File: src/sv/asep_pkg.sv
// ----------------------------------------------------------------------------
// asep_pkg: shared types and constants of the ANSI SGR escape parser
// Byte codes, SGR codes, attribute record, event codes and sizing.
// ----------------------------------------------------------------------------
package asep_pkg;

  localparam int MAX_PARAM_CHARS = 33;
  localparam int MAX_FIELDS      = 8;

  localparam int COUNT_W     = $clog2(MAX_PARAM_CHARS + 1);
  localparam int FIELD_IDX_W = $clog2(MAX_FIELDS + 1);
  localparam int FIELD_SEL_W = $clog2(MAX_FIELDS);

  localparam logic [3:0] COLOR_DEFAULT = 4'd8;

  // Attribute flag bit positions
  localparam int FLAG_BOLD      = 0;
  localparam int FLAG_UNDERLINE = 1;
  localparam int FLAG_OVERLINE  = 2;
  localparam int FLAG_STRIKE    = 3;
  localparam int FLAG_INVERSE   = 4;
  localparam int FLAG_BLINK     = 5;

  // Byte codes
  localparam logic [7:0] CH_ESC   = 8'h1B;
  localparam logic [7:0] CH_LBRKT = 8'h5B;
  localparam logic [7:0] CH_0     = 8'h30;
  localparam logic [7:0] CH_9     = 8'h39;
  localparam logic [7:0] CH_SEMI  = 8'h3B;
  localparam logic [7:0] CH_QUERY = 8'h3F;
  localparam logic [7:0] CH_SGR   = 8'h6D;  // m
  localparam logic [7:0] CH_CLEAR = 8'h4A;  // J
  localparam logic [7:0] CH_BELL  = 8'h47;  // G
  localparam logic [7:0] CH_CUU   = 8'h41;  // A
  localparam logic [7:0] CH_CUD   = 8'h42;  // B
  localparam logic [7:0] CH_CUF   = 8'h43;  // C
  localparam logic [7:0] CH_CUB   = 8'h44;  // D
  localparam logic [7:0] CH_SCP   = 8'h73;  // s
  localparam logic [7:0] CH_RCP   = 8'h75;  // u
  localparam logic [7:0] CH_CUP   = 8'h48;  // H
  localparam logic [7:0] CH_EL    = 8'h4B;  // K
  localparam logic [7:0] CH_DL    = 8'h4D;  // M
  localparam logic [7:0] CH_RM    = 8'h6C;  // l
  localparam logic [7:0] CH_SM    = 8'h68;  // h

  // SGR codes
  localparam logic [7:0] SGR_RESET      = 8'd0;
  localparam logic [7:0] SGR_BOLD       = 8'd1;
  localparam logic [7:0] SGR_UNDER_ON   = 8'd4;
  localparam logic [7:0] SGR_UNDER_OFF  = 8'd24;
  localparam logic [7:0] SGR_OVER_ON    = 8'd53;
  localparam logic [7:0] SGR_OVER_OFF   = 8'd55;
  localparam logic [7:0] SGR_STRIKE_ON  = 8'd9;
  localparam logic [7:0] SGR_STRIKE_OFF = 8'd29;
  localparam logic [7:0] SGR_INV_ON     = 8'd7;
  localparam logic [7:0] SGR_INV_OFF    = 8'd27;
  localparam logic [7:0] SGR_BLINK_ON   = 8'd5;
  localparam logic [7:0] SGR_BLINK_OFF  = 8'd25;
  localparam logic [7:0] SGR_FG_LO      = 8'd30;
  localparam logic [7:0] SGR_FG_HI      = 8'd37;
  localparam logic [7:0] SGR_BG_LO      = 8'd40;
  localparam logic [7:0] SGR_BG_HI      = 8'd47;

  localparam logic [7:0] PARAM_SAT = 8'd255;

  typedef enum logic [1:0] {
    PM_GROUND = 2'd0,
    PM_ESC    = 2'd1,
    PM_SEQ    = 2'd2
  } parse_mode_t;

  typedef enum logic [1:0] {
    KIND_CHAR  = 2'd0,
    KIND_CLEAR = 2'd1,
    KIND_BELL  = 2'd2,
    KIND_ERROR = 2'd3
  } kind_t;

  typedef enum logic [3:0] {
    EV_DROP,
    EV_ESC,
    EV_CHAR,
    EV_OPEN,
    EV_ERROR,
    EV_SGR,
    EV_CLEAR,
    EV_BELL,
    EV_CURSOR,
    EV_PARAM
  } event_t;

  typedef struct packed {
    logic [5:0] flags;
    logic [3:0] fg;
    logic [3:0] bg;
  } attr_t;

  localparam attr_t ATTR_RESET = '{flags: 6'd0, fg: COLOR_DEFAULT, bg: COLOR_DEFAULT};

  typedef logic [MAX_FIELDS-1:0][7:0] param_vals_t;

  typedef struct packed {
    logic start;
    logic take;
  } param_ctl_t;

  typedef struct packed {
    kind_t      kind;
    logic [7:0] out_char;
    logic       attr_start;
    attr_t      attr;
  } result_t;

endpackage

File: src/sv/asep_if.sv
// ----------------------------------------------------------------------------
// asep_if: handshake channels of the ANSI SGR escape parser
// Byte channel and result channel, valid/ready with payload.
// ----------------------------------------------------------------------------
interface asep_text_if;
  logic       valid;
  logic       ready;
  logic [7:0] in_byte;
  logic       chunk_end;

  modport source (output valid, output in_byte, output chunk_end, input ready);
  modport sink   (input valid, input in_byte, input chunk_end, output ready);
endinterface

interface asep_result_if;
  logic       valid;
  logic       ready;
  logic [1:0] kind;
  logic [7:0] out_char;
  logic       attr_start;
  logic       bold;
  logic       underline;
  logic       overline;
  logic       strike;
  logic       inverse;
  logic       blink;
  logic [3:0] fg_color;
  logic [3:0] bg_color;

  modport source (output valid, output kind, output out_char, output attr_start,
                  output bold, output underline, output overline, output strike,
                  output inverse, output blink, output fg_color, output bg_color,
                  input ready);
  modport sink   (input valid, input kind, input out_char, input attr_start,
                  input bold, input underline, input overline, input strike,
                  input inverse, input blink, input fg_color, input bg_color,
                  output ready);
endinterface

File: src/sv/ansi_sgr_escape_parser_top.sv
// ----------------------------------------------------------------------------
// ansi_sgr_escape_parser_top: ANSI CSI / SGR escape parser
// Turns a terminal byte stream into attributed characters and screen events.
// ----------------------------------------------------------------------------
// Usage:
//   text   - byte channel (valid/ready): in_byte and chunk_end, the latter
//            marking the last byte of a received chunk.
//   result - result channel (valid/ready): kind, out_char, attr_start and the
//            current attributes. Bytes that open or carry an escape sequence,
//            and bytes dropped after a sequence error, give no transaction.
//   A byte is taken into an input register, handled from there by the
//   classifier, the field accumulator and the SGR walk, and its result (if
//   any) lands in the output register as the byte advances.
//   One byte per cycle is sustained while the receiver keeps ready high; the
//   rate is set by the single input-register-to-result-register pass.
//   When the receiver stalls, the held result stays put, the input register
//   still takes one more byte, and then text.ready drops until the result is
//   taken. Synchronous reset empties both registers, returns the parser to
//   ground state and sets default colours with all flags clear.
// ----------------------------------------------------------------------------
module ansi_sgr_escape_parser_top (
  input logic          clk,
  input logic          rst,
  asep_text_if.sink    text,
  asep_result_if.source result
);

  // input register
  logic       s1_valid;
  logic [7:0] s1_byte;
  logic       s1_last;
  logic       go;

  // parser state
  asep_pkg::parse_mode_t mode, mode_next;
  asep_pkg::attr_t       attr, attr_next;
  logic                  pending, pending_next;
  logic                  discarding, discarding_next;

  // datapath
  asep_pkg::event_t                 evt;
  asep_pkg::param_ctl_t             pctl;
  asep_pkg::param_vals_t            vals;
  logic [asep_pkg::FIELD_IDX_W-1:0] field_index;
  logic                             seq_full;
  asep_pkg::attr_t                  sgr_attr;

  // result register
  logic              res_valid;
  asep_pkg::result_t res;
  logic              out_valid;
  asep_pkg::result_t out_res;

  // advance the held byte when the result register is free or being emptied
  assign go         = s1_valid && (!out_valid || result.ready);
  assign text.ready = !s1_valid || go;

  always_ff @(posedge clk) begin
    if (rst) begin
      s1_valid <= 1'b0;
    end else if (text.valid && text.ready) begin
      s1_valid <= 1'b1;
    end else if (go) begin
      s1_valid <= 1'b0;
    end
  end

  always_ff @(posedge clk) begin
    if (text.valid && text.ready) begin
      s1_byte <= text.in_byte;
      s1_last <= text.chunk_end;
    end
  end

  asep_classify u_classify (
    .mode       (mode),
    .discarding (discarding),
    .seq_full   (seq_full),
    .in_byte    (s1_byte),
    .evt        (evt)
  );

  assign pctl.start = go && (evt == asep_pkg::EV_OPEN);
  assign pctl.take  = go && (evt == asep_pkg::EV_PARAM);

  asep_param_acc u_param_acc (
    .clk         (clk),
    .rst         (rst),
    .ctl         (pctl),
    .in_byte     (s1_byte),
    .vals        (vals),
    .field_index (field_index),
    .seq_full    (seq_full)
  );

  asep_sgr_apply u_sgr_apply (
    .vals        (vals),
    .field_index (field_index),
    .attr_in     (attr),
    .attr_out    (sgr_attr)
  );

  // next-state logic
  always_comb begin
    mode_next       = mode;
    attr_next       = attr;
    pending_next    = pending;
    discarding_next = discarding;
    unique case (evt)
      asep_pkg::EV_DROP: begin
        // leave discard mode on the byte that ends the chunk
        if (s1_last) begin
          discarding_next = 1'b0;
        end
      end
      asep_pkg::EV_ESC:  mode_next = asep_pkg::PM_ESC;
      asep_pkg::EV_CHAR: pending_next = 1'b0;
      asep_pkg::EV_OPEN: mode_next = asep_pkg::PM_SEQ;
      asep_pkg::EV_ERROR: begin
        mode_next       = asep_pkg::PM_GROUND;
        attr_next       = asep_pkg::ATTR_RESET;
        pending_next    = 1'b0;
        discarding_next = !s1_last;
      end
      asep_pkg::EV_SGR: begin
        mode_next    = asep_pkg::PM_GROUND;
        attr_next    = sgr_attr;
        pending_next = 1'b1;
      end
      asep_pkg::EV_CLEAR: begin
        mode_next    = asep_pkg::PM_GROUND;
        attr_next    = asep_pkg::ATTR_RESET;
        pending_next = 1'b0;
      end
      asep_pkg::EV_BELL:   mode_next = asep_pkg::PM_GROUND;
      asep_pkg::EV_CURSOR: mode_next = asep_pkg::PM_GROUND;
      asep_pkg::EV_PARAM:  mode_next = mode;
      default:             mode_next = mode;
    endcase
  end

  // result logic
  always_comb begin
    res_valid      = 1'b0;
    res.kind       = asep_pkg::KIND_CHAR;
    res.out_char   = 8'd0;
    res.attr_start = 1'b0;
    res.attr       = attr;
    unique case (evt)
      asep_pkg::EV_CHAR: begin
        res_valid      = 1'b1;
        res.out_char   = s1_byte;
        res.attr_start = pending;
      end
      asep_pkg::EV_ERROR: begin
        res_valid = 1'b1;
        res.kind  = asep_pkg::KIND_ERROR;
        res.attr  = asep_pkg::ATTR_RESET;
      end
      asep_pkg::EV_CLEAR: begin
        res_valid = 1'b1;
        res.kind  = asep_pkg::KIND_CLEAR;
        res.attr  = asep_pkg::ATTR_RESET;
      end
      asep_pkg::EV_BELL: begin
        res_valid = 1'b1;
        res.kind  = asep_pkg::KIND_BELL;
      end
      default: res_valid = 1'b0;
    endcase
  end

  always_ff @(posedge clk) begin
    if (rst) begin
      mode       <= asep_pkg::PM_GROUND;
      attr       <= asep_pkg::ATTR_RESET;
      pending    <= 1'b0;
      discarding <= 1'b0;
    end else if (go) begin
      mode       <= mode_next;
      attr       <= attr_next;
      pending    <= pending_next;
      discarding <= discarding_next;
    end
  end

  // result register: load on advance, drop once the transaction completes
  always_ff @(posedge clk) begin
    if (rst) begin
      out_valid <= 1'b0;
    end else if (go) begin
      out_valid <= res_valid;
    end else if (result.ready) begin
      out_valid <= 1'b0;
    end
  end

  always_ff @(posedge clk) begin
    if (go && res_valid) begin
      out_res <= res;
    end
  end

  assign result.valid      = out_valid;
  assign result.kind       = out_res.kind;
  assign result.out_char   = out_res.out_char;
  assign result.attr_start = out_res.attr_start;
  assign result.bold       = out_res.attr.flags[asep_pkg::FLAG_BOLD];
  assign result.underline  = out_res.attr.flags[asep_pkg::FLAG_UNDERLINE];
  assign result.overline   = out_res.attr.flags[asep_pkg::FLAG_OVERLINE];
  assign result.strike     = out_res.attr.flags[asep_pkg::FLAG_STRIKE];
  assign result.inverse    = out_res.attr.flags[asep_pkg::FLAG_INVERSE];
  assign result.blink      = out_res.attr.flags[asep_pkg::FLAG_BLINK];
  assign result.fg_color   = out_res.attr.fg;
  assign result.bg_color   = out_res.attr.bg;

endmodule

File: src/sv/asep_classify.sv
// ----------------------------------------------------------------------------
// asep_classify: byte classifier
// Maps the held byte and parser mode to the event it causes.
// ----------------------------------------------------------------------------
module asep_classify (
  input  asep_pkg::parse_mode_t mode,
  input  logic                  discarding,
  input  logic                  seq_full,
  input  logic [7:0]            in_byte,
  output asep_pkg::event_t      evt
);

  logic is_param;
  logic is_cursor;

  assign is_param = ((in_byte >= asep_pkg::CH_0) && (in_byte <= asep_pkg::CH_9))
                    || (in_byte == asep_pkg::CH_SEMI) || (in_byte == asep_pkg::CH_QUERY);

  assign is_cursor = (in_byte == asep_pkg::CH_CUU) || (in_byte == asep_pkg::CH_CUD)
                     || (in_byte == asep_pkg::CH_CUF) || (in_byte == asep_pkg::CH_CUB)
                     || (in_byte == asep_pkg::CH_SCP) || (in_byte == asep_pkg::CH_RCP)
                     || (in_byte == asep_pkg::CH_CUP) || (in_byte == asep_pkg::CH_EL)
                     || (in_byte == asep_pkg::CH_DL) || (in_byte == asep_pkg::CH_RM)
                     || (in_byte == asep_pkg::CH_SM);

  always_comb begin
    evt = asep_pkg::EV_ERROR;
    priority if (discarding) begin
      evt = asep_pkg::EV_DROP;
    end else if (mode == asep_pkg::PM_GROUND) begin
      evt = (in_byte == asep_pkg::CH_ESC) ? asep_pkg::EV_ESC : asep_pkg::EV_CHAR;
    end else if (mode == asep_pkg::PM_ESC) begin
      evt = (in_byte == asep_pkg::CH_LBRKT) ? asep_pkg::EV_OPEN : asep_pkg::EV_ERROR;
    end else if (seq_full) begin
      evt = asep_pkg::EV_ERROR;
    end else if (in_byte == asep_pkg::CH_SGR) begin
      evt = asep_pkg::EV_SGR;
    end else if (in_byte == asep_pkg::CH_CLEAR) begin
      evt = asep_pkg::EV_CLEAR;
    end else if (in_byte == asep_pkg::CH_BELL) begin
      evt = asep_pkg::EV_BELL;
    end else if (is_cursor) begin
      evt = asep_pkg::EV_CURSOR;
    end else if (is_param) begin
      evt = asep_pkg::EV_PARAM;
    end else begin
      evt = asep_pkg::EV_ERROR;
    end
  end

endmodule

File: src/sv/asep_param_acc.sv
// ----------------------------------------------------------------------------
// asep_param_acc: parameter field accumulator
// Builds decimal field values as digits arrive; counts parameter characters.
// ----------------------------------------------------------------------------
module asep_param_acc (
  input  logic                                    clk,
  input  logic                                    rst,
  input  asep_pkg::param_ctl_t                    ctl,
  input  logic [7:0]                              in_byte,
  output asep_pkg::param_vals_t                   vals,
  output logic [asep_pkg::FIELD_IDX_W-1:0]        field_index,
  output logic                                    seq_full
);

  logic [asep_pkg::COUNT_W-1:0]     count;
  logic                             stopped;
  logic [asep_pkg::FIELD_IDX_W-1:0] fi_inc;
  logic                             in_range;
  logic                             inc_in_range;
  logic [7:0]                       cur;
  logic [11:0]                      acc;
  logic [7:0]                       sat;
  logic                             is_semi;
  logic                             is_query;

  assign is_semi      = (in_byte == asep_pkg::CH_SEMI);
  assign is_query     = (in_byte == asep_pkg::CH_QUERY);
  assign fi_inc       = field_index + asep_pkg::FIELD_IDX_W'(1);
  assign in_range     = field_index < asep_pkg::FIELD_IDX_W'(asep_pkg::MAX_FIELDS);
  assign inc_in_range = fi_inc < asep_pkg::FIELD_IDX_W'(asep_pkg::MAX_FIELDS);
  assign cur          = vals[field_index[asep_pkg::FIELD_SEL_W-1:0]];
  // value * 10 + digit; a decimal digit's code has the digit in its low nibble
  assign acc          = ({4'd0, cur} << 3) + ({4'd0, cur} << 1) + {8'd0, in_byte[3:0]};
  assign sat          = (acc > 12'(asep_pkg::PARAM_SAT)) ? asep_pkg::PARAM_SAT : acc[7:0];
  assign seq_full     = count >= asep_pkg::COUNT_W'(asep_pkg::MAX_PARAM_CHARS);

  // field storage: each field is zeroed as it opens
  always_ff @(posedge clk) begin
    if (ctl.start) begin
      vals[0] <= 8'd0;
    end else if (ctl.take) begin
      if (is_semi) begin
        if (in_range && inc_in_range) begin
          vals[fi_inc[asep_pkg::FIELD_SEL_W-1:0]] <= 8'd0;
        end
      end else if (!is_query && !stopped && in_range) begin
        vals[field_index[asep_pkg::FIELD_SEL_W-1:0]] <= sat;
      end
    end
  end

  always_ff @(posedge clk) begin
    if (rst) begin
      count       <= '0;
      field_index <= '0;
      stopped     <= 1'b0;
    end else if (ctl.start) begin
      count       <= '0;
      field_index <= '0;
      stopped     <= 1'b0;
    end else if (ctl.take) begin
      count <= count + asep_pkg::COUNT_W'(1);
      if (is_semi) begin
        if (in_range) begin
          field_index <= fi_inc;
        end
        stopped <= 1'b0;
      end else if (is_query) begin
        stopped <= 1'b1;
      end
    end
  end

endmodule

File: src/sv/asep_sgr_apply.sv
// ----------------------------------------------------------------------------
// asep_sgr_apply: SGR field walk
// Applies the collected fields in order to the current attributes.
// ----------------------------------------------------------------------------
module asep_sgr_apply (
  input  asep_pkg::param_vals_t             vals,
  input  logic [asep_pkg::FIELD_IDX_W-1:0]  field_index,
  input  asep_pkg::attr_t                   attr_in,
  output asep_pkg::attr_t                   attr_out
);

  logic [7:0] v;
  logic       stop;

  always_comb begin
    attr_out = attr_in;
    stop     = 1'b0;
    v        = 8'd0;
    for (int i = 0; i < asep_pkg::MAX_FIELDS; i++) begin
      v = vals[i];
      if (!stop && (asep_pkg::FIELD_IDX_W'(i) <= field_index)) begin
        unique case (v)
          asep_pkg::SGR_RESET: begin
            // reset all and end the walk
            attr_out = asep_pkg::ATTR_RESET;
            stop     = 1'b1;
          end
          asep_pkg::SGR_BOLD:       attr_out.flags[asep_pkg::FLAG_BOLD]      = 1'b1;
          asep_pkg::SGR_UNDER_ON:   attr_out.flags[asep_pkg::FLAG_UNDERLINE] = 1'b1;
          asep_pkg::SGR_UNDER_OFF:  attr_out.flags[asep_pkg::FLAG_UNDERLINE] = 1'b0;
          asep_pkg::SGR_OVER_ON:    attr_out.flags[asep_pkg::FLAG_OVERLINE]  = 1'b1;
          asep_pkg::SGR_OVER_OFF:   attr_out.flags[asep_pkg::FLAG_OVERLINE]  = 1'b0;
          asep_pkg::SGR_STRIKE_ON:  attr_out.flags[asep_pkg::FLAG_STRIKE]    = 1'b1;
          asep_pkg::SGR_STRIKE_OFF: attr_out.flags[asep_pkg::FLAG_STRIKE]    = 1'b0;
          asep_pkg::SGR_INV_ON:     attr_out.flags[asep_pkg::FLAG_INVERSE]   = 1'b1;
          asep_pkg::SGR_INV_OFF:    attr_out.flags[asep_pkg::FLAG_INVERSE]   = 1'b0;
          asep_pkg::SGR_BLINK_ON:   attr_out.flags[asep_pkg::FLAG_BLINK]     = 1'b1;
          asep_pkg::SGR_BLINK_OFF:  attr_out.flags[asep_pkg::FLAG_BLINK]     = 1'b0;
          default: begin
            if ((v >= asep_pkg::SGR_FG_LO) && (v <= asep_pkg::SGR_FG_HI)) begin
              attr_out.fg = 4'(v - asep_pkg::SGR_FG_LO);
            end else if ((v >= asep_pkg::SGR_BG_LO) && (v <= asep_pkg::SGR_BG_HI)) begin
              attr_out.bg = 4'(v - asep_pkg::SGR_BG_LO);
            end
          end
        endcase
      end
    end
  end

endmodule

File: src/flat_wrapper.sv
// flat-port wrapper written by rule: the top's interface ports become plain ports
module ansi_sgr_escape_parser_top_flat 
  (clk, rst, text_valid, text_in_byte, text_chunk_end, text_ready, result_valid, result_kind, result_out_char, result_attr_start, result_bold, result_underline, result_overline, result_strike, result_inverse, result_blink, result_fg_color, result_bg_color, result_ready);
  asep_text_if text_i ();
  asep_result_if result_i ();
  input logic clk;
  input logic rst;
  input wire logic [$bits(text_i.valid)-1:0] text_valid;
  input wire logic [$bits(text_i.in_byte)-1:0] text_in_byte;
  input wire logic [$bits(text_i.chunk_end)-1:0] text_chunk_end;
  output wire logic [$bits(text_i.ready)-1:0] text_ready;
  output wire logic [$bits(result_i.valid)-1:0] result_valid;
  output wire logic [$bits(result_i.kind)-1:0] result_kind;
  output wire logic [$bits(result_i.out_char)-1:0] result_out_char;
  output wire logic [$bits(result_i.attr_start)-1:0] result_attr_start;
  output wire logic [$bits(result_i.bold)-1:0] result_bold;
  output wire logic [$bits(result_i.underline)-1:0] result_underline;
  output wire logic [$bits(result_i.overline)-1:0] result_overline;
  output wire logic [$bits(result_i.strike)-1:0] result_strike;
  output wire logic [$bits(result_i.inverse)-1:0] result_inverse;
  output wire logic [$bits(result_i.blink)-1:0] result_blink;
  output wire logic [$bits(result_i.fg_color)-1:0] result_fg_color;
  output wire logic [$bits(result_i.bg_color)-1:0] result_bg_color;
  input wire logic [$bits(result_i.ready)-1:0] result_ready;
  assign text_i.valid = text_valid;
  assign text_i.in_byte = text_in_byte;
  assign text_i.chunk_end = text_chunk_end;
  assign text_ready = text_i.ready;
  assign result_valid = result_i.valid;
  assign result_kind = result_i.kind;
  assign result_out_char = result_i.out_char;
  assign result_attr_start = result_i.attr_start;
  assign result_bold = result_i.bold;
  assign result_underline = result_i.underline;
  assign result_overline = result_i.overline;
  assign result_strike = result_i.strike;
  assign result_inverse = result_i.inverse;
  assign result_blink = result_i.blink;
  assign result_fg_color = result_i.fg_color;
  assign result_bg_color = result_i.bg_color;
  assign result_i.ready = result_ready;
  ansi_sgr_escape_parser_top u_core (.clk(clk), .rst(rst), .text(text_i), .result(result_i));
endmodule
File: config.mk
export PLATFORM = sky130hd
export DESIGN_NAME = ansi_sgr_escape_parser_top_flat
export DESIGN_NICKNAME = d
export VERILOG_FILES = /design/src/sv/asep_pkg.sv /design/src/sv/asep_if.sv /design/src/sv/ansi_sgr_escape_parser_top.sv /design/src/sv/asep_classify.sv /design/src/sv/asep_param_acc.sv /design/src/sv/asep_sgr_apply.sv /design/src/flat_wrapper.sv
export SDC_FILE = /design/constraint.sdc
export NUM_CORES = 1
export LEC_CHECK = 0
export BUFFER_PORTS_ARGS = -buffer_cell sky130_fd_sc_hd__buf_4
export CELL_PAD_IN_SITES_DETAIL_PLACEMENT = 1
export CELL_PAD_IN_SITES_GLOBAL_PLACEMENT = 1
export CORE_MARGIN = 2
export CORE_UTILIZATION = 35
export DETAILED_ROUTE_END_ITERATION = 8
export PLACE_DENSITY = 0.7
export SETUP_SLACK_MARGIN = 0.3
export SLEW_MARGIN = 40
export SYNTH_ARGS = -nofsm -noshare
export SYNTH_HDL_FRONTEND = slang
export SYNTH_SLANG_ARGS = --single-unit
export TNS_END_PERCENT = 30
File: constraint.sdc
create_clock -name clk -period 6 [get_ports clk]
set_input_delay 0.3 -clock clk [delete_from_list [all_inputs] [get_ports clk]]
set_output_delay 0.3 -clock clk [all_outputs]
set_load 0.03 [all_outputs]
==> results.md <==
* Final setup fails at 0
* Synth area leader: edfxtp_1
* H-tree Lvls at 4
* Critical Path Max Stage Delay at 0.69 ns
* Longest Clk Path Bufs at 2
* DR DRC count at 0
* Worst setup EP type: flop
* CP bufs+invs at 1
* Num rows at 64
* CTS buffer count at 17
* Total power at 0.00222 W
* Leak pwr at 4.33 nW
* Syn Area/Cell at 8.26 um^2
* Overall routing resource usage at 26.9%
* FF/Latch Area at 3480 um^2
* Largest net degree at the start of global routing at 25
* Most used cell, CP: o21ai_0
* Number of flops mapped to enable cells by yosys at 90
* Worst setup SP type: flop
* Post-synth top flop: edfxtp_1
* Status: completed
* Most common cell after layout, fill and taps aside: nand2_1
* RSZ-0062 raised after global routing: false
* HP Class: in2reg
* Initial Util at 35.7%
* Core area at 30700 um^2
* Warnings, synthesis at 0
* CP Cell Sequence: inv_1, mux4_2, o21ai_0, fa_1, ha_1, a21o_1, a21oi_1, o21bai_1, or3_1, a211o_1, nor2_1, o21ai_0
* Port Buffers at 39
* Global-route wire length before repair at 67.3 mm
* Required @ worst endpoint at 6.15 ns
* Layout net count at 1371
* R2r setup slk at 0.88 ns
* Root buf cell: clkbuf_16
* Maxcap violations at 0
* Initial antenna violation count at 0
* Dominant cells by area after synthesis: edfxtp_1 (25%), dfxtp_1 (7.1%), nand2_1 (5.1%), o21ai_0 (5.0%), ha_1 (4.2%)
* Register area share after synthesis at 31.8%
* Most frequent cells in the layout: nand2_1 (149), o21ai_0 (109), nor2_1 (96), edfxtp_1 (90), buf_4 (62)
* Crit Path Class: reg2reg
* Insertion delay to the later sink of the worst-skew pair at 0.44 ns
* Vias in the first global route at 11000
* Die area at 32700 um^2
* CP max stage cell: dfxtp_1
* Post-CTS Setup Inserts at 0
* Maximum vdd drop at 169 uV
* Post-synth design cell area at 11000 um^2
* WL per Instance at 25.9 um
* Pins Over Slew Limit at 0
* Post-DP HPWL at 34.0 mm
* Clk slew on worst S/H paths at 0.08 ns
* Asr flop ratio synth at 0%
* Fillers at 3681
* PwrDens at 181 nW/um^2
* CTS sink cnt at 129
* Multi-input gate area at 7020 um^2
* Top delay family on crit path: compound AO/OA/AOI/OAI gates
* Cell variety after synth at 100
* Min Tclk post-route at 5.12 ns
* Via count at 10900
* Fin. Hold Viols at 0
* CTS tree: yes
* Arr. time, crit path at 5.27 ns
* Drt first-iter violations at 828
* Final Skew at 0.0185 ns
* Hold buffer count at CTS at 0
* Yosys top cell area share at 24.7%
* Layout area overhead at 11.9%
* Syn_nets at 1379
* Antenna Violating Nets Remaining at 0
* Relative slew margins at 41.9%
* Top Ports at 40
* Final worst-path setup slack at 0.877 ns
* Dpl ws at 1.03 ns
* Final worst path period share at 85.4%
* DIE WIDTH at 181 um
* Actual slew at the worst max-slew pin at 0.866 ns
* Overflow after GRT at 0
* Mapped Cells at 1327
* Final wirelength at 44.7 mm
* Seq cells post-synth at 129
* Fmax achieved at 195 MHz
* CP max FO at 15
* Setup TNS at 0 ns
* Via/cell ratio at 6.33
* Post-CTS Resized at 0
* Layout cells sized above 1 at 12.6%
* Die H at 181 um
* DR pass1 iterations at 6
* Ant. Diodes at 0
* Gpl congestion at 0.975
## state kept, by name (all words and copies together) (netlist names), 2 cells and up
register,flops
u_core.u_param_acc.vals,64
u_core.result.bg_color,4
u_core.s1_byte,8
u_core.result.out_char,8
u_core.result.fg_color,4
u_core.u_param_acc.field_index,4
u_core.u_param_acc.count,6
u_core.result.kind,2
u_core.attr,14
u_core.mode,2
## Yosys cell counts (all sizes together) (7+ instances only)
library cell / number
or2: 12
o21ai: 112
a211oi: 19
nor3: 46
nor2: 99
a21oi: 64
and3: 24
mux2i: 17
a221o: 9
a32oi: 11
o211ai: 15
edfxtp: 90
or3: 22
or4: 13
clkbuf: 67
inv: 47
a32o: 8
nor2b: 21
ha: 37
a221oi: 12
and2: 35
nand4b: 7
a22oi: 8
o2bb2ai: 9
a211o: 8
nand2: 150
a31oi: 20
xor2: 11
xnor2: 15
nand3b: 9
o22ai: 12
and4: 7
nand3: 52
buf: 22
nand2b: 11
dfxtp: 39
nor4: 34
nand4: 25
## per-stage QoR
| stage | hold slack [ns] | utilization (%) | area (um^2) | instances |
|---|---|---|---|---|
| floorplan | 0.399 | - | 11000 | 1327 |
| global placement | 0.452 | 37.7 | 11500 | 1695 |
| detailed placement | 0.475 | 37.8 | 11600 | 1696 |
| CTS | 0.0213 | 39.8 | 12200 | 1728 |
| global route | 0.0254 | 40.0 | 12300 | 1728 |
| finish | 0.0324 | 40.0 | 12300 | 1728 |
## metal layers
layer / part of all wire (%) / GRT usage, % / routed length [um]
met4: 4.6 / 12.6 / 2070
met2: 47 / 43.9 / 20900
met3: 4.9 / 2.94 / 2180
met1: 44 / 35.6 / 19600
met5: 0 / 0 / 0
## area by class of cell
class | instances | share of cell area (%)
clock inverter | 15 | 1.60
multi-input combinational | 1061 | 57.2
clock buffer | 17 | 3.47
timing repair buffer | 62 | 3.80
sequential | 129 | 28.4
tap | 396 | 4.04
inverter | 48 | 1.47
## power breakdown
group          switching (W)  internal (W)  total, W  leakage, nW
registers          0.0000126      0.000956  0.000969         1.26
logic              0.0000674     0.0000358  0.000103         2.77
clock network       0.000476      0.000669   0.00114        0.302
total               0.000556       0.00166   0.00222         4.33
## path summary, 6_finish.rpt
path	to	depth (start not counted)	startpoint
min reg2reg	u_core.pending	2	u_core.pending
min	u_core.s1_byte[4]	1	text_in_byte[4]
max reg2reg	u_core.u_param_acc.vals[57]	12	u_core.u_param_acc.vals[2]
max	u_core.u_param_acc.vals[57]	12	u_core.u_param_acc.vals[2]
## cells by family (layout without fill, tap and decap cells)
logic type,after synthesis,in the layout,share of synthesized area [%]
compound gates,375,375,23.9
fa+ha+maj,39,39,4.59
buf+inv,137,142,4.98
flops,129,129,31.8
simple gates,596,596,29.9
xor+xnor,26,26,2.08
mux,25,25,2.79
Power figures use the tool's default switching activity.
